[src/rtl/core/ookpe_pkg.sv]
`timescale 1ns / 1ps

package ookpe_pkg;

    // Field and register widths
    localparam int FACT_W     = 8;
    localparam int UNIT_W     = 12;
    localparam int DUR_W      = 15;
    localparam int PROD_W     = FACT_W + UNIT_W;
    localparam int CFG_IDX_W  = 3;
    localparam int CFG_DATA_W = 12;

    // Longest half symbol in ticks
    localparam logic [PROD_W-1:0] MAX_HALF_TICKS = PROD_W'(32767);

    // Register reset values
    localparam logic [FACT_W-1:0] RST_ONE_HIGH  = 8'd1;
    localparam logic [FACT_W-1:0] RST_ONE_LOW   = 8'd3;
    localparam logic [FACT_W-1:0] RST_ZERO_HIGH = 8'd3;
    localparam logic [FACT_W-1:0] RST_ZERO_LOW  = 8'd1;
    localparam logic [FACT_W-1:0] RST_SYNC_HIGH = 8'd1;
    localparam logic [FACT_W-1:0] RST_SYNC_LOW  = 8'd31;
    localparam logic [UNIT_W-1:0] RST_UNIT      = 12'd350;

    // Command codes
    localparam logic CMD_BIT  = 1'b0;
    localparam logic CMD_SYNC = 1'b1;

    // Line levels
    localparam logic LVL_LOW  = 1'b0;
    localparam logic LVL_HIGH = 1'b1;

    // Register indexes
    typedef enum logic [CFG_IDX_W-1:0] {
        CFG_ONE_HIGH  = 3'd0,
        CFG_ONE_LOW   = 3'd1,
        CFG_ZERO_HIGH = 3'd2,
        CFG_ZERO_LOW  = 3'd3,
        CFG_SYNC_HIGH = 3'd4,
        CFG_SYNC_LOW  = 3'd5,
        CFG_INVERTED  = 3'd6,
        CFG_UNIT      = 3'd7
    } t_cfg_idx;

    // Sequencer states
    typedef enum logic [2:0] {
        ST_IDLE,
        ST_MUL_HI,
        ST_MUL_LO,
        ST_EMIT_HI,
        ST_EMIT_LO
    } t_state;

    // Current configuration
    typedef struct packed {
        logic [FACT_W-1:0] one_high_factor;
        logic [FACT_W-1:0] one_low_factor;
        logic [FACT_W-1:0] zero_high_factor;
        logic [FACT_W-1:0] zero_low_factor;
        logic [FACT_W-1:0] sync_high_factor;
        logic [FACT_W-1:0] sync_low_factor;
        logic              inverted_mode;
        logic [UNIT_W-1:0] pulse_unit;
    } t_cfg;

    // One output symbol
    typedef struct packed {
        logic [DUR_W-1:0] first_duration;
        logic             first_level;
        logic [DUR_W-1:0] second_duration;
        logic             second_level;
        logic             from_sync;
        logic             last_symbol;
    } t_sym;

endpackage

[src/rtl/core/ookpe_ifs.sv]
`timescale 1ns / 1ps

// Request channel
interface ookpe_in_if;
    logic valid;
    logic ready;
    logic command;
    logic bit_value;

    modport source (output valid, command, bit_value, input ready);
    modport sink   (input valid, command, bit_value, output ready);
endinterface

// Symbol channel
interface ookpe_out_if;
    import ookpe_pkg::*;
    logic             valid;
    logic             ready;
    logic [DUR_W-1:0] first_duration;
    logic             first_level;
    logic [DUR_W-1:0] second_duration;
    logic             second_level;
    logic             from_sync;
    logic             last_symbol;

    modport source (output valid, first_duration, first_level, second_duration,
                    second_level, from_sync, last_symbol, input ready);
    modport sink   (input valid, first_duration, first_level, second_duration,
                    second_level, from_sync, last_symbol, output ready);
endinterface

// Register write channel
interface ookpe_cfg_if;
    import ookpe_pkg::*;
    logic                  valid;
    logic                  ready;
    logic [CFG_IDX_W-1:0]  index;
    logic [CFG_DATA_W-1:0] data;

    modport source (output valid, index, data, input ready);
    modport sink   (input valid, index, data, output ready);
endinterface

[src/rtl/core/ookpe_cfg_regs.sv]
`timescale 1ns / 1ps

module ookpe_cfg_regs (
    input  logic              i_clk,
    input  logic              i_rst_n,
    ookpe_cfg_if.sink         i_cfg,
    output ookpe_pkg::t_cfg   o_cfg
);
    import ookpe_pkg::*;

    t_cfg     r_cfg;
    t_cfg_idx w_idx;

    assign i_cfg.ready = 1'b1;
    assign w_idx       = t_cfg_idx'(i_cfg.index);
    assign o_cfg       = r_cfg;

    // Register file, one write per item
    always_ff @(posedge i_clk) begin
        if (!i_rst_n) begin
            r_cfg.one_high_factor  <= RST_ONE_HIGH;
            r_cfg.one_low_factor   <= RST_ONE_LOW;
            r_cfg.zero_high_factor <= RST_ZERO_HIGH;
            r_cfg.zero_low_factor  <= RST_ZERO_LOW;
            r_cfg.sync_high_factor <= RST_SYNC_HIGH;
            r_cfg.sync_low_factor  <= RST_SYNC_LOW;
            r_cfg.inverted_mode    <= 1'b0;
            r_cfg.pulse_unit       <= RST_UNIT;
        end else if (i_cfg.valid) begin
            case (w_idx)
                CFG_ONE_HIGH:  r_cfg.one_high_factor  <= i_cfg.data[FACT_W-1:0];
                CFG_ONE_LOW:   r_cfg.one_low_factor   <= i_cfg.data[FACT_W-1:0];
                CFG_ZERO_HIGH: r_cfg.zero_high_factor <= i_cfg.data[FACT_W-1:0];
                CFG_ZERO_LOW:  r_cfg.zero_low_factor  <= i_cfg.data[FACT_W-1:0];
                CFG_SYNC_HIGH: r_cfg.sync_high_factor <= i_cfg.data[FACT_W-1:0];
                CFG_SYNC_LOW:  r_cfg.sync_low_factor  <= i_cfg.data[FACT_W-1:0];
                CFG_INVERTED:  r_cfg.inverted_mode    <= i_cfg.data[0];
                CFG_UNIT:      r_cfg.pulse_unit       <= i_cfg.data[UNIT_W-1:0];
                default: ;
            endcase
        end
    end

endmodule

[src/rtl/core/ookpe_seq.sv]
`timescale 1ns / 1ps

module ookpe_seq (
    input  logic             i_clk,
    input  logic             i_rst_n,
    input  ookpe_pkg::t_cfg  i_cfg,
    ookpe_in_if.sink         i_in,
    output logic             o_sym_valid,
    output ookpe_pkg::t_sym  o_sym,
    input  logic             i_sym_ready
);
    import ookpe_pkg::*;

    t_state              r_state, n_state;
    logic [FACT_W-1:0]   r_hf, n_hf;
    logic [FACT_W-1:0]   r_lf, n_lf;
    logic                r_sync, n_sync;
    logic [PROD_W-1:0]   r_hi, n_hi;
    logic [PROD_W-1:0]   r_lo, n_lo;

    logic                w_accept;
    logic [FACT_W-1:0]   w_sel_hf, w_sel_lf;
    logic [FACT_W-1:0]   w_mul_a;
    logic [PROD_W-1:0]   w_prod;
    logic                w_hi_gt, w_lo_gt;
    logic [PROD_W-1:0]   w_sub_a, w_diff;
    logic                w_step;

    assign i_in.ready  = (r_state == ST_IDLE);
    assign w_accept    = i_in.valid && i_in.ready;
    assign o_sym_valid = (r_state == ST_EMIT_HI) || (r_state == ST_EMIT_LO);
    assign w_step      = o_sym_valid && i_sym_ready;

    // Factor pair for the incoming request
    always_comb begin
        if (i_in.command == CMD_SYNC) begin
            w_sel_hf = i_cfg.sync_high_factor;
            w_sel_lf = i_cfg.sync_low_factor;
        end else if (i_in.bit_value) begin
            w_sel_hf = i_cfg.one_high_factor;
            w_sel_lf = i_cfg.one_low_factor;
        end else begin
            w_sel_hf = i_cfg.zero_high_factor;
            w_sel_lf = i_cfg.zero_low_factor;
        end
    end

    // Shared multiplier: factor times pulse unit
    assign w_mul_a = (r_state == ST_MUL_HI) ? r_hf : r_lf;
    assign w_prod  = PROD_W'(w_mul_a) * PROD_W'(i_cfg.pulse_unit);

    // Shared compare and subtract unit for splitting long halves
    assign w_hi_gt = r_hi > MAX_HALF_TICKS;
    assign w_lo_gt = r_lo > MAX_HALF_TICKS;
    assign w_sub_a = (r_state == ST_EMIT_HI && w_hi_gt) ? r_hi : r_lo;
    assign w_diff  = w_sub_a - MAX_HALF_TICKS;

    always_ff @(posedge i_clk) begin
        if (!i_rst_n) begin
            r_state <= ST_IDLE;
        end else begin
            r_state <= n_state;
        end
    end

    always_ff @(posedge i_clk) begin
        r_hf   <= n_hf;
        r_lf   <= n_lf;
        r_sync <= n_sync;
        r_hi   <= n_hi;
        r_lo   <= n_lo;
    end

    // Next state and symbol forming
    always_comb begin
        n_state = r_state;
        n_hf    = r_hf;
        n_lf    = r_lf;
        n_sync  = r_sync;
        n_hi    = r_hi;
        n_lo    = r_lo;

        o_sym.first_duration  = '0;
        o_sym.first_level     = LVL_HIGH;
        o_sym.second_duration = '0;
        o_sym.second_level    = LVL_LOW;
        o_sym.from_sync       = r_sync;
        o_sym.last_symbol     = 1'b0;

        case (r_state)
            ST_IDLE: begin
                if (w_accept) begin
                    n_hf   = w_sel_hf;
                    n_lf   = w_sel_lf;
                    n_sync = i_in.command;
                    // sync with both factors zero gives nothing
                    if (!(i_in.command == CMD_SYNC && w_sel_hf == '0 && w_sel_lf == '0)) begin
                        n_state = ST_MUL_HI;
                    end
                end
            end
            ST_MUL_HI: begin
                if (i_cfg.inverted_mode) n_lo = w_prod;
                else                     n_hi = w_prod;
                n_state = ST_MUL_LO;
            end
            ST_MUL_LO: begin
                if (i_cfg.inverted_mode) n_hi = w_prod;
                else                     n_lo = w_prod;
                n_state = ST_EMIT_HI;
            end
            ST_EMIT_HI: begin
                if (w_hi_gt) begin
                    // high continuation symbol
                    o_sym.first_duration  = MAX_HALF_TICKS[DUR_W-1:0];
                    o_sym.second_level    = LVL_HIGH;
                    if (w_step) n_hi = w_diff;
                end else if (!w_lo_gt) begin
                    o_sym.first_duration  = r_hi[DUR_W-1:0];
                    o_sym.second_duration = r_lo[DUR_W-1:0];
                    o_sym.last_symbol     = 1'b1;
                    if (w_step) n_state = ST_IDLE;
                end else begin
                    // low half spills into further symbols
                    o_sym.first_duration  = r_hi[DUR_W-1:0];
                    o_sym.second_duration = MAX_HALF_TICKS[DUR_W-1:0];
                    if (w_step) begin
                        n_lo    = w_diff;
                        n_state = ST_EMIT_LO;
                    end
                end
            end
            ST_EMIT_LO: begin
                o_sym.first_level = LVL_LOW;
                if (w_lo_gt) begin
                    o_sym.first_duration = MAX_HALF_TICKS[DUR_W-1:0];
                    if (w_step) n_lo = w_diff;
                end else begin
                    o_sym.first_duration = r_lo[DUR_W-1:0];
                    o_sym.last_symbol    = 1'b1;
                    if (w_step) n_state = ST_IDLE;
                end
            end
            default: begin
                n_state = ST_IDLE;
            end
        endcase
    end

endmodule

[src/rtl/core/ook_protocol_pulse_encoder.sv]
`timescale 1ns / 1ps

// On-off keying pulse encoder. Each request item is a data bit or a frame
// sync; the block multiplies the chosen high and low factors by the pulse
// unit (swapped in inverted mode) and delivers the pair as a run of
// two-half symbols, halves longer than 32767 ticks split into continuation
// symbols, last_symbol set on the final one. A run normally holds one
// symbol and at most 63. A request is accepted, then makes two passes
// through the single shared 8x12 multiplier, then sends its symbols
// through the shared compare/subtract unit, held while the symbol channel
// stalls. A sync with both factors zero is accepted and gives no symbol.
// The request channel is not ready during that work; the final symbol
// sits in an output register, so the next request is taken while it
// waits. Register writes are taken in any cycle.
module ook_protocol_pulse_encoder (
    input  logic        i_clk,
    input  logic        i_rst_n,
    ookpe_cfg_if.sink   i_cfg,
    ookpe_in_if.sink    i_in,
    ookpe_out_if.source o_out
);
    import ookpe_pkg::*;

    t_cfg w_cfg;
    logic w_sym_valid;
    t_sym w_sym;
    logic w_out_free;
    logic r_out_valid;
    t_sym r_out;

    ookpe_cfg_regs u_cfg_regs (
        .i_clk   (i_clk),
        .i_rst_n (i_rst_n),
        .i_cfg   (i_cfg),
        .o_cfg   (w_cfg)
    );

    ookpe_seq u_seq (
        .i_clk       (i_clk),
        .i_rst_n     (i_rst_n),
        .i_cfg       (w_cfg),
        .i_in        (i_in),
        .o_sym_valid (w_sym_valid),
        .o_sym       (w_sym),
        .i_sym_ready (w_out_free)
    );

    // Output register
    assign w_out_free = !r_out_valid || o_out.ready;

    always_ff @(posedge i_clk) begin
        if (!i_rst_n) begin
            r_out_valid <= 1'b0;
        end else if (w_sym_valid && w_out_free) begin
            r_out_valid <= 1'b1;
        end else if (o_out.ready) begin
            r_out_valid <= 1'b0;
        end
    end

    always_ff @(posedge i_clk) begin
        if (w_sym_valid && w_out_free) begin
            r_out <= w_sym;
        end
    end

    assign o_out.valid           = r_out_valid;
    assign o_out.first_duration  = r_out.first_duration;
    assign o_out.first_level     = r_out.first_level;
    assign o_out.second_duration = r_out.second_duration;
    assign o_out.second_level    = r_out.second_level;
    assign o_out.from_sync       = r_out.from_sync;
    assign o_out.last_symbol     = r_out.last_symbol;

endmodule

[src/flat_wrapper.sv]
// flat-port wrapper written by rule: the top's interface ports become plain ports
module ook_protocol_pulse_encoder_flat import ookpe_pkg::*;
  (i_clk, i_rst_n, i_cfg_valid, i_cfg_index, i_cfg_data, i_cfg_ready, i_in_valid, i_in_command, i_in_bit_value, i_in_ready, o_out_valid, o_out_first_duration, o_out_first_level, o_out_second_duration, o_out_second_level, o_out_from_sync, o_out_last_symbol, o_out_ready);
  ookpe_cfg_if i_cfg_i ();
  ookpe_in_if i_in_i ();
  ookpe_out_if o_out_i ();
  input  logic i_clk;
  input  logic i_rst_n;
  input wire logic [$bits(i_cfg_i.valid)-1:0] i_cfg_valid;
  input wire logic [$bits(i_cfg_i.index)-1:0] i_cfg_index;
  input wire logic [$bits(i_cfg_i.data)-1:0] i_cfg_data;
  output wire logic [$bits(i_cfg_i.ready)-1:0] i_cfg_ready;
  input wire logic [$bits(i_in_i.valid)-1:0] i_in_valid;
  input wire logic [$bits(i_in_i.command)-1:0] i_in_command;
  input wire logic [$bits(i_in_i.bit_value)-1:0] i_in_bit_value;
  output wire logic [$bits(i_in_i.ready)-1:0] i_in_ready;
  output wire logic [$bits(o_out_i.valid)-1:0] o_out_valid;
  output wire logic [$bits(o_out_i.first_duration)-1:0] o_out_first_duration;
  output wire logic [$bits(o_out_i.first_level)-1:0] o_out_first_level;
  output wire logic [$bits(o_out_i.second_duration)-1:0] o_out_second_duration;
  output wire logic [$bits(o_out_i.second_level)-1:0] o_out_second_level;
  output wire logic [$bits(o_out_i.from_sync)-1:0] o_out_from_sync;
  output wire logic [$bits(o_out_i.last_symbol)-1:0] o_out_last_symbol;
  input wire logic [$bits(o_out_i.ready)-1:0] o_out_ready;
  assign i_cfg_i.valid = i_cfg_valid;
  assign i_cfg_i.index = i_cfg_index;
  assign i_cfg_i.data = i_cfg_data;
  assign i_cfg_ready = i_cfg_i.ready;
  assign i_in_i.valid = i_in_valid;
  assign i_in_i.command = i_in_command;
  assign i_in_i.bit_value = i_in_bit_value;
  assign i_in_ready = i_in_i.ready;
  assign o_out_valid = o_out_i.valid;
  assign o_out_first_duration = o_out_i.first_duration;
  assign o_out_first_level = o_out_i.first_level;
  assign o_out_second_duration = o_out_i.second_duration;
  assign o_out_second_level = o_out_i.second_level;
  assign o_out_from_sync = o_out_i.from_sync;
  assign o_out_last_symbol = o_out_i.last_symbol;
  assign o_out_i.ready = o_out_ready;
  ook_protocol_pulse_encoder u_core (.i_clk(i_clk), .i_rst_n(i_rst_n), .i_cfg(i_cfg_i), .i_in(i_in_i), .o_out(o_out_i));
endmodule
[config.mk]
export PLATFORM = sky130hd
export DESIGN_NAME = ook_protocol_pulse_encoder_flat
export DESIGN_NICKNAME = d
export VERILOG_FILES = /design/src/rtl/core/ookpe_pkg.sv /design/src/rtl/core/ookpe_ifs.sv /design/src/rtl/core/ookpe_cfg_regs.sv /design/src/rtl/core/ookpe_seq.sv /design/src/rtl/core/ook_protocol_pulse_encoder.sv /design/src/flat_wrapper.sv
export SDC_FILE = /design/constraint.sdc
export NUM_CORES = 1
export LEC_CHECK = 0
export BUFFER_PORTS_ARGS = -buffer_cell sky130_fd_sc_hd__buf_2
export CAP_MARGIN = 20
export CORE_ASPECT_RATIO = 0.9
export CORE_UTILIZATION = 50
export DETAILED_ROUTE_END_ITERATION = 8
export PLACE_DENSITY = 0.67
export REMOVE_ABC_BUFFERS = 1
export SYNTH_ARGS = -nofsm -noshare
export SYNTH_HDL_FRONTEND = slang
export SYNTH_SLANG_ARGS = --single-unit
[constraint.sdc]
create_clock -name i_clk -period 18.32 [get_ports i_clk]
set_input_delay 0.916 -clock i_clk [delete_from_list [all_inputs] [get_ports i_clk]]
set_output_delay 0.916 -clock i_clk [all_outputs]
set_load 0.1 [all_outputs]
# Yosys cells after proc, flatten, opt, wreduce, memory -nomap -nowiden
# Index checks and enable logic that the tools add are counted.
# Widths: inputs -> output; s select.
word_totals:
  elab_cells: 109
  register_bits: 156
  input_bits: 22
classes:
  n_mul: 1
  bitwise: 1
  n_reduce_logical: 28
  n_addsub: 1
  order_cmp: 2
  n_eq_ne: 22
  mux: 33
ops:
  columns: ["op", "count"]
  rows:
  - ["$mux 20", 8]
  - ["$pmux 20 s4", 1]
  - ["$pmux 20 s3", 1]
  - ["$gt 20x15->1 const B", 2]
  - ["$mux 8", 5]
  - ["$mux 15", 2]
  - ["$pmux 15 s2", 1]
  - ["$mux 3", 7]
  - ["$mul 8x12->20", 1]
  - ["$sub 20x15->20 const B", 1]
  - ["$reduce_and 2->1", 9]
  - ["$logic_not 8->1", 2]
  - ["$eq 3x3->1 const B", 5]
  - ["$pmux 3 s5", 1]
  - ["$ne 2x2->1 const B", 7]
  - ["$eq 3x2->1 const B", 4]
  - ["$reduce_and 5->1", 2]
  - ["$eq 3x1->1 const B", 2]
  - ["$logic_not 3->1", 2]
  - ["$mux 1", 6]
  - ["$ne 2x1->1 const B", 3]
  - ["$logic_and 1x1->1", 5]
  - ["$reduce_and 4->1", 1]
  - ["$reduce_bool 4->1", 1]
  - ["8 further kinds", 9]

# Logic depth before layout (Yosys ltp)
# Gate-level depths: netlist of run 1.
logic_depth:
  ltp_word: 8
  mapped_depth: 21
  ltp_nobuf: 18

# Hierarchy
# A second synthesis of run 1 with hierarchy kept.
unflattened:
  cells_unflattened: 1076
  area_unflattened_um2: 10644.0
modules_own_cells:
  columns: ["module", "area_each_um2", "instances", "seq_area_each_um2", "cells_each"]
  rows:
  - ["ookpe_seq", 7169.4, 1, 1771.7, 804]
  - ["ookpe_cfg_regs", 2396.0, 1, 1221.2, 233]
  - ["ook_protocol_pulse_encoder", 1078.5, 1, 1041.0, 39]

# Least setup slack after synthesis of run 1
# Ideal clock, no wire load.
synth_path:
  path_type: "register -> register"
  startpoint: "register u_core.u_seq.r_state[1]"
  endpoint: "register u_core.u_seq.r_hi[12], data pin"
  arrival_ns: 5.690
  period_less_slack_ns: 5.838
  required_time_ns: 18.171
  stages_incl_launch_ff: 20
  slack_ns: 12.482
  setup_time_ns: 0.149
  path_cell_list: "dfxtp_1 > clkbuf_1 > nor3b_1 > buf_1 > mux2i_1 > clkbuf_1 > nand2b_1 > fa_1 > fa_1 > inv_1 > fa_1 > inv_1 > fa_1 > inv_1 > ha_1 > a21o_1 > a31o_2 > o211ai_1 > or4b_2 > mux2i_1"
synth_via:
  elab_chain_len: 7
synth_rtl:
  columns: ["item", "line_no", "source"]
  rows:
  - ["from (decl)", "ookpe_seq.sv:14", "t_state r_state, n_state;"]
  - ["from (signal assigned)", "ookpe_seq.sv:62", "r_state <= n_state;"]
  - ["parallel branches: the longest is 6 deep, another holds $mul 8x12->20", null, null]
  - ["$pmux 20 s3 *", "ookpe_seq.sv:90", "case (r_state)"]
  - ["via u_core.u_seq.n_hi[12]", "ookpe_seq.sv:18", "logic [PROD_W-1:0] r_hi, n_hi;"]
  - ["to (signal assigned)", "ookpe_seq.sv:70", "r_hi <= n_hi;"]
  - ["to (decl)", "ookpe_seq.sv:18", null]
# Mark *: on every way through the listed nets, which the timed path passes. The select of a mux whose other input is x is not followed.
# A chain may end at the register's enable or synchronous reset.

# Final worst setup path of run 1
layout_path:
  startpoint: "register u_core.u_seq.r_state[0]"
  endpoint: "register u_core.u_seq.r_lo[12], data pin"
layout_via:
  elab_chain_len: 8
layout_rtl:
  columns: ["item", "line_no", "source"]
  rows:
  - ["parallel branches: the longest is 7 deep, another holds $mul 8x12->20", null, null]
  - ["$pmux 20 s4 *", "ookpe_seq.sv:90", null]
  - ["via u_core.u_seq.n_lo[12]", "ookpe_seq.sv:19", "logic [PROD_W-1:0] r_lo, n_lo;"]
  - ["to (signal assigned)", "ookpe_seq.sv:71", "r_lo <= n_lo;"]
  - ["to (decl)", "ookpe_seq.sv:19", null]
# Marks and branches as above.

==> impl_summary.md, run 1 <==
Routing
The number of detailed-route iterations in the first pass is 5. The violation count after the first detailed-routing iteration is 612. The detailed router used layers up to and including met4. After detailed routing, the number of vias per cell comes to 5.49. The total number of vias is 8265. The routed design has 24800 um of wire. The number of nets with antenna violations after routing is 0. In the final routing, the length of wire on met1 measures 11900 um. The routed design uses 1360 um of met3 wire.

After detailed routing, the number of remaining DRC violations is 0. In the detailed route, the total length drawn on met2 is 11200 um. The post-detailed-route wirelength per cell is 16.4 um.

STA
On the final layout, the worst clock skew is 0.0167 ns. The max-slew violation count is 0. Timing would allow up to 0.159 GHz. The worst path uses 34.3% of the clock period. The final count of negative-setup-slack endpoints is 0. The time the final worst path needs with I/O delays and setup is 6.29 ns.

Measured against its own limit, the worst slew margin works out to 28.6%. At the pin with the least slew margin, the transition time is 1.04 ns. The hold violation count in the final report came to 0. Setup repair after global routing left no endpoint under its margin. After routing, the total negative slack on setup checks comes to 0 ns.

Worst setup path
The worst stage delay on the critical path is 0.78 ns. The worst setup path is captured at a register. The worst-path maximum fanout is 12. The start-to-end type of the worst setup path is register to register. At the worst endpoint, the required time is 18.59 ns. In this design, the critical path's most frequently occurring cell is fa_1. At the worst endpoint, the arrival time is 6.56 ns. The critical path goes through nor3b_1 > buf_4 > mux2i_1 > nand2b_1 > fa_1 > fa_1 > inv_1 > fa_1 > inv_1 > fa_1 > inv_1 > ha_1 > a21o_1 > a31o_2 > o211ai_1 > or4b_2 > mux2i_1. The startpoint type of the worst setup path is a register.

The master of the slowest instance on the critical path is mux2i_1.

Place
During placement, the flow inserted port buffers numbering 57. The weighted congestion reported at the end of routability-driven placement is 0.884. Once detailed placement completed, the half-perimeter wirelength came to 18200 um.

Clock tree
The clock latency reported for the late side of the worst-skew pair is 0.43 ns. The number of buffers inserted during clock tree synthesis is 17. CTS built an H-tree with a depth of 4. CTS placed an instance of clkbuf_16 at the clock tree root. Post-CTS repair changed the size of 0 cells. The clock net sink count is 156. TritonCTS built the clock tree.

No sink is reached through more buffers than the 2 on the longest clock path. In this run, post-CTS hold repair placed 0 buffers. After clock tree synthesis, the clock-pin slew on the worst setup and hold paths is 0.07 ns. The number of buffers inserted by post-CTS setup repair is 0.

Power
Overall power consumption after layout is estimated at 1.64 mW. Dividing total power by cell area gives a power density of 137 nW/um^2. Summed over all cells, the static leakage comes to 5.00 nW.

The worst-case IR drop observed on VDD is 0.102 mV.

Worst hold path
The class of the tightest hold or removal check is register to register.

Yosys
The share of synthesized area in the top cell type comes to 25.1%. The portion of the post-synthesis area used by sequential elements is 37.1%. A synthesized cell averages 9.21 sq um. The number of different library cells in the post-synthesis netlist is 67. For this run, the leading register cell type out of synthesis is edfxtp_1. The count of state elements after synthesis is 156. The netlist area before placement is 10900 sq um. In the synthesized netlist, the number of instances is 1180. The Yosys step of the flow raised 0 warnings.

The cell type with the largest total area after synthesis is edfxtp_1. By area the synthesized netlist is led by edfxtp_1 (25%), dfxtp_1 (12%), fa_1 (11%), nand2_1 (6.8%), nor2b_1 (4.9%). The proportion of register bits with asynchronous set or reset after synthesis is 0%. After synthesis, the most frequently instantiated cells are nand2_1 (197), edfxtp_1 (91), nor2b_1 (86), inv_1 (85), nor2_1 (82).

The number of enable flip-flop cells after synthesis is 91. Among all cell types in the netlist, the one instantiated most often is nand2_1.

Global routing
Entering global routing, the biggest net connects 66 pins. The first global-routing pass estimated 40900 um of wire. The number of antenna violations at the first check in global routing was 0.

The combined global-route utilization of all metal layers is 23.6%. Global routing finished with a remaining overflow of 0. The number of global-route vias before repair is 7930.

Final layout
The ratio of cells with drive above 1 in the final layout is 10.1%. For this run, the post-layout net count is 1330. The area growth from synthesis to final layout is 10.0%. The repair_antennas step left the layout with diodes totalling 0. The final core utilization is 56.7%.

After filler insertion, the fill cell instance count of the layout stands at 1913.

Die
The die is 142 um tall. The horizontal die dimension is 157 um. The initial core utilization is 51.6%. The number of top-level pins is 59. The floorplan step defined a die boundary enclosing 22300 sq um. The cell row count is 50. The area of the core is 21100 sq um.

Status
The run finished with clean final reports.

Flow run
Across the run, the number of max-cap violations was 0.
==> placed cells by master (no fill, tap or decap), drive strengths merged, types with 6 or more instances in the layout <==
master | Yosys | routed
nand2 | 197 | 197
ha | 41 | 41
o22ai | 18 | 18
fa | 60 | 60
nand3 | 42 | 42
buf | 17 | 66
dfxtp | 65 | 65
and4 | 6 | 6
a31oi | 7 | 7
nor4 | 6 | 6
and3 | 6 | 6
nor2 | 83 | 83
clkbuf | 41 | 17
nand2b | 23 | 23
a21boi | 47 | 47
a21o | 9 | 9
nor2b | 86 | 86
inv | 85 | 91
a21oi | 32 | 32
edfxtp | 91 | 91
mux2i | 52 | 52
xor2 | 15 | 15
o21ai | 41 | 41
xnor2 | 19 | 19
nor3 | 18 | 18
==> cell type report <==
class / count / area (sq um) / area share, %
Timing Repair Buffer: 66 / 353 / 2.95
Sequential cell: 156 / 4030 / 33.7
Inverter: 85 / 319 / 2.67
Multi-Input combinational cell: 881 / 6290 / 52.6
Clock inverter: 15 / 183 / 1.53
Tap cell: 286 / 358 / 2.99
Clock buffer: 17 / 425 / 3.56
==> path summary, 6_finish.rpt <==
path | startpoint | endpoint | slack [ns] | cells past startpoint
hold reg to reg | u_core.u_cfg_regs.o_cfg[15]$_SDFFE_PN1P_ | u_core.u_cfg_regs.o_cfg[15]$_SDFFE_PN1P_ | 0.47 | 2
setup / recovery | u_core.u_seq.r_state[0]$_SDFFE_PN0P_ | u_core.u_seq.r_lo[12]$_DFFE_PP_ | 12.03 | 17
setup reg to reg | u_core.u_seq.r_state[0]$_SDFFE_PN0P_ | u_core.u_seq.r_lo[12]$_DFFE_PP_ | 12.03 | 17
hold / removal | u_core.u_cfg_regs.o_cfg[15]$_SDFFE_PN1P_ | u_core.u_cfg_regs.o_cfg[15]$_SDFFE_PN1P_ | 0.47 | 2
==> metal layers <==
layer	vias up	GRT usage, %
li1	4065	-
met1	3930	33.3
met2	247	37.6
met3	23	4.00
met4	0	5.88
met5	-	0
==> critical path, delay by kind of cell (launching register included) <==
kind	cells	cell delay, ns
AOI/OAI and AO/OA	3	0.80
adders and majority gates	5	2.41
buffers and inverters	4	0.37
DFF	1	0.48
muxes	2	0.93
and+or+nand+nor	3	1.13
==> state kept, by name, summed over array words and instances (netlist names) <==
name	flops
u_core.u_seq.r_lf	8
u_core.u_seq.r_hi	20
u_core.u_seq.r_state	3
u_core.u_cfg_regs.o_cfg	61
u_core.u_seq.r_sync	1
u_core.o_out.second_duration	15
u_core.o_out.first_duration	15
u_core.o_out.first_level	1
u_core.u_seq.r_hf	8
u_core.o_out.last_symbol	1
u_core.o_out.valid	1
u_core.o_out.second_level	1
u_core.o_out.from_sync	1
u_core.u_seq.r_lo	20
==> power by group <==
group	internal, mW	switching (mW)
logic	0.323	0.434
registers	0.466	0.0489
clock network	0.206	0.161
==> through the flow <==
step	cell area, sq um	std cells	hold WS [ns]	worst slack [ns]
finish	12000	1506	0.468	12.03
global placement	11300	1474	0.445	12.19
CTS	12000	1506	0.468	12.06
global route	12000	1506	0.486	11.70
detailed placement	11300	1474	0.455	12.10
floorplan	10600	1122	0.400	12.01
==> kinds of logic after synthesis <==
kind of cell             count (synthesis)  share of synthesized area (%)
AO/OA/AOI/OAI                          187                           11.4
XOR/XNOR                                34                           2.74
adder cells (fa/ha/maj)                101                           15.8
buffers and inverters                  143                           5.26
flip-flops                             156                           37.1
multiplexers                            57                           5.31
other                                    1                         0.0345
AND/OR/NAND/NOR                        501                           22.3
(Power assumes the default switching activity.)
==> inputs of run 2 (changes only) <==
--- a/config.mk
+++ b/config.mk
@@ -10,7 +10,7 @@
 export CORE_ASPECT_RATIO = 0.9
 export CORE_UTILIZATION = 50
 export DETAILED_ROUTE_END_ITERATION = 8
-export PLACE_DENSITY = 0.67
+export PLACE_DENSITY = 0.7
 export REMOVE_ABC_BUFFERS = 1
 export SYNTH_ARGS = -nofsm -noshare
 export SYNTH_HDL_FRONTEND = slang
==> constraint.sdc (replaced) <==
create_clock -name i_clk -period 5.6 [get_ports i_clk]
set_input_delay 0.28 -clock i_clk [delete_from_list [all_inputs] [get_ports i_clk]]
set_output_delay 0.28 -clock i_clk [all_outputs]
set_load 0.1 [all_outputs]
==> run 2 against run 1 <==
Net effect:
- setup slack worse by 12 ns
- combinational power increased to 3.5 times the previous value
- die area is the same
- global-route usage decreased by 0.25 points
- critical path depth increased by 1
- first-iteration DRC count decreased by 18%
- utilization rose by 1.1 points
- sequential power increased to 3.3 times the previous value
- sequential cell count unchanged
- critical path type unchanged
- critical endpoint is now u_core.u_seq.r_hi[14]$_DFFE_PP_
- largest cell class unchanged
==> impl_summary.md, run 2 (same netlist as run 1, synthesis figures left out) <==
Place
The weighted congestion reported at the end of routability-driven placement is 0.865 (-2.1%). The number of port buffers is 57 (unchanged). The total placed instance area was 11500 sq um (+0.93%).

The HPWL after detailed placement is 17800 um (-2.2%).

STA
The hold violation count in the final report is 0 (unchanged). The final count of negative-setup-slack endpoints was 0 (unchanged). The worst slew margin relative to its limit is 31.5% (+2.9 points).

The max-slew violation count is 0 (unchanged). The slew at the pin closest to its max-slew limit is 1.02 ns (-0.0219 ns). The setup clock skew after layout is 0.0170 ns (+0.000281 ns). The time the final worst path needs with I/O delays and setup came to 5.36 ns (-0.924 ns). The final cycle utilization of the critical path is 95.8% (+61 points). The worst slack on hold paths was 0.0591 ns (-0.408 ns).

The final setup TNS is 0 ns (unchanged). The peak clock frequency supported by timing is 0.186 GHz (+17%).

Power
The total leakage power is 5.12 nW (+2.2%). The ratio of total power to cell area is 448 nW/um^2 (+230%). The total power is 5.46 mW (+230%). The maximum vdd drop is 0.295 mV (+190%).

Final layout
The net count reported at finish was 1347 (+1.3%). The area growth from synthesis to final layout is 12.2%. The number of flip-flops in the largest register is 61 (unchanged).

The library cells used most frequently in the layout, excluding fill and tap cells, are nand2_1 (197), edfxtp_1 (91), nor2b_1 (86). The antenna diode instance count came to 0 (unchanged). The summed area of non-filler cells in the final layout is 12200 sq um (+2.0%). The final core utilization is 57.8% (+1.1 points). The ratio of cells with drive above 1 in the final layout is 12.6% (+2.5 points). The most common library cell in the layout ignoring fill and taps is nand2_1.

Worst hold path
The terminating pin of the worst hold path is u_core.u_cfg_regs.o_cfg[8]$_SDFFE_PN1P_. The class of the tightest hold or removal check is primary input to register. The number of cells on the worst hold path is 3 (+1).

The startpoint of the worst hold path is i_cfg_data[8].

Die
The cell row count is 50 (unchanged). The initial core utilization was 51.6% (unchanged). The horizontal die dimension is 157 um (unchanged). The area of the die was 22300 sq um (unchanged). The die boundary height was 142 um (unchanged). The number of top-level pins is 59 (unchanged). The area of the core is 21100 sq um (unchanged).

Worst setup path
The startpoint type of the worst setup path is a register. The startpoint identified for the worst register-to-register timing path is u_core.u_seq.r_state[2]$_SDFFE_PN0P_. The required time reported for the critical path endpoint came to 5.75 ns (-12.84 ns). The critical path is of the register to register type. The slack of the worst reg-to-reg path is 0.24 ns (-11.80 ns). The worst endpoint data arrival time was 5.52 ns (-1.04 ns).

The count of cells along the worst register-to-register path is 18 (+1). The endpoint of the worst-slack reg-to-reg timing path is u_core.u_seq.r_hi[14]$_DFFE_PP_. The worst-path maximum fanout came to 11 (-1). The type of element capturing the critical path is a register.

Status
The flow ran to the end, and the final reports show no timing, DRC or antenna violations.

Global routing
The combined global-route utilization of all metal layers is 23.3% (-0.25 points). The first-pass GRT wire length is 40700 um (-0.47%). The leftover overflow at the end of global routing is 0 (unchanged).

The number of global-route vias before repair is 7872 (-0.73%). The number of antenna violations at the first check in global routing is 0 (unchanged). The largest net degree at the start of global routing is 66 (unchanged).

Routing
The post-detailed-route wirelength per cell was 16.3 um (-1.1%). The number of nets with antenna violations after routing came to 0 (unchanged). The violation count after the first detailed-routing iteration is 499 (-18%). The via count normalized by instance count is 5.56 (+1.3%). The total number of vias was 8467 (+2.4%).

The total wirelength of the detailed-routed design is 24800 um (about the same). The remaining design rule violation count is 0 (unchanged). The number of detailed-route iterations in the first pass is 5 (unchanged).

Flow run
The total of max-cap violations is 0 (unchanged).

Clock tree
The largest buffer count on any clock path is 2 (unchanged). The number of buffers inserted during clock tree synthesis was 17 (unchanged). The hold-fix buffer count after cts is 0 (unchanged). The clock-pin slew on the worst setup and hold paths came to 0.07 ns (about the same). The TritonCTS clock tree is built.

The number of levels the H-tree was split into is 4 (unchanged). The clock latency reported for the late side of the worst-skew pair was 0.44 ns (about the same). The root buffer selected by CTS is clkbuf_16. The clock net sink count was 156 (unchanged).
-- run 2: cell count changes in the layout (fill, tap and decap cells not counted), sizes merged --
cell,previous run,this run
buf,66,83
clkinv,4,6
clkinvlp,3,1
bufinv,2,1
inv,91,92
-- run 2: layer usage --
metal | wire length (um) | global-route usage [%]
met1 | 11500 | 33.2
met2 | 11300 | 36.6
met3 | 1570 | 3.48
met4 | 465 | 6.90
met5 | 0 | 0
-- run 2: worst max-delay path, cell delays in order (launching register included) --
cell and delay (ns):
dfxtp_1 0.32, nor3b_2 0.17, buf_4 0.26, mux2i_4 0.30, buf_6 0.18, nor2b_1 0.07, fa_1 0.50, fa_1 0.53
fa_1 0.55, inv_1 0.05, fa_1 0.53, inv_1 0.04, ha_1 0.39, and4_1 0.28, o211ai_1 0.19, buf_4 0.19
a21oi_2 0.19, xnor2_2 0.18, o221ai_1 0.15
-- run 2: repair_timing --
item                       in CTS  in global routing
setup endpoints to repair       0                 15
resized for setup               0                 23
setup buffers                   0                  3
-- run 2: worst max-delay path by stage --
stage / start / end / depth (start not counted)
4_1_cts: u_core.u_seq.r_state[2]$_SDFFE_PN0P_ / u_core.u_seq.r_hi[12]$_DFFE_PP_ / 17
5_1_grt: u_core.u_seq.r_state[2]$_SDFFE_PN0P_ / u_core.u_seq.r_lo[14]$_DFFE_PP_ / 19
3_5_place_dp: u_core.u_seq.r_state[2]$_SDFFE_PN0P_ / u_core.u_seq.r_hi[12]$_DFFE_PP_ / 17
6_report: u_core.u_seq.r_state[2]$_SDFFE_PN0P_ / u_core.u_seq.r_hi[14]$_DFFE_PP_ / 18
2_1_floorplan: u_core.u_seq.r_state[0]$_SDFFE_PN0P_ / u_core.u_seq.r_hi[12]$_DFFE_PP_ / 16
3_3_place_gp: u_core.u_seq.r_state[0]$_SDFFE_PN0P_ / u_core.u_seq.r_hi[12]$_DFFE_PP_ / 17
-- run 2: area by class of cell --
class                   count  area [sq um]
fillers                  1851          8890
multi-input cells         881          6410
flip-flops and latches    156          4030
repair buffers             83           488
clock buffers              17           425
well taps                 286           358
inverters                  85           319
clock inverters            15           158
-- run 2: metrics by stage --
stage / worst slack (ns) / cells
6_report: 0.236 / 1523
5_1_grt: -0.00868 / 1523
4_1_cts: 0.128 / 1520
3_5_place_dp: 0.170 / 1488
3_3_place_gp: 0.247 / 1488
2_1_floorplan: -0.714 / 1122
-- run 2: where the power goes --
group	switching [mW]	internal, mW
sequential	0.152	1.52
clock	0.524	0.629
combinational	1.48	1.15
total	2.16	3.30
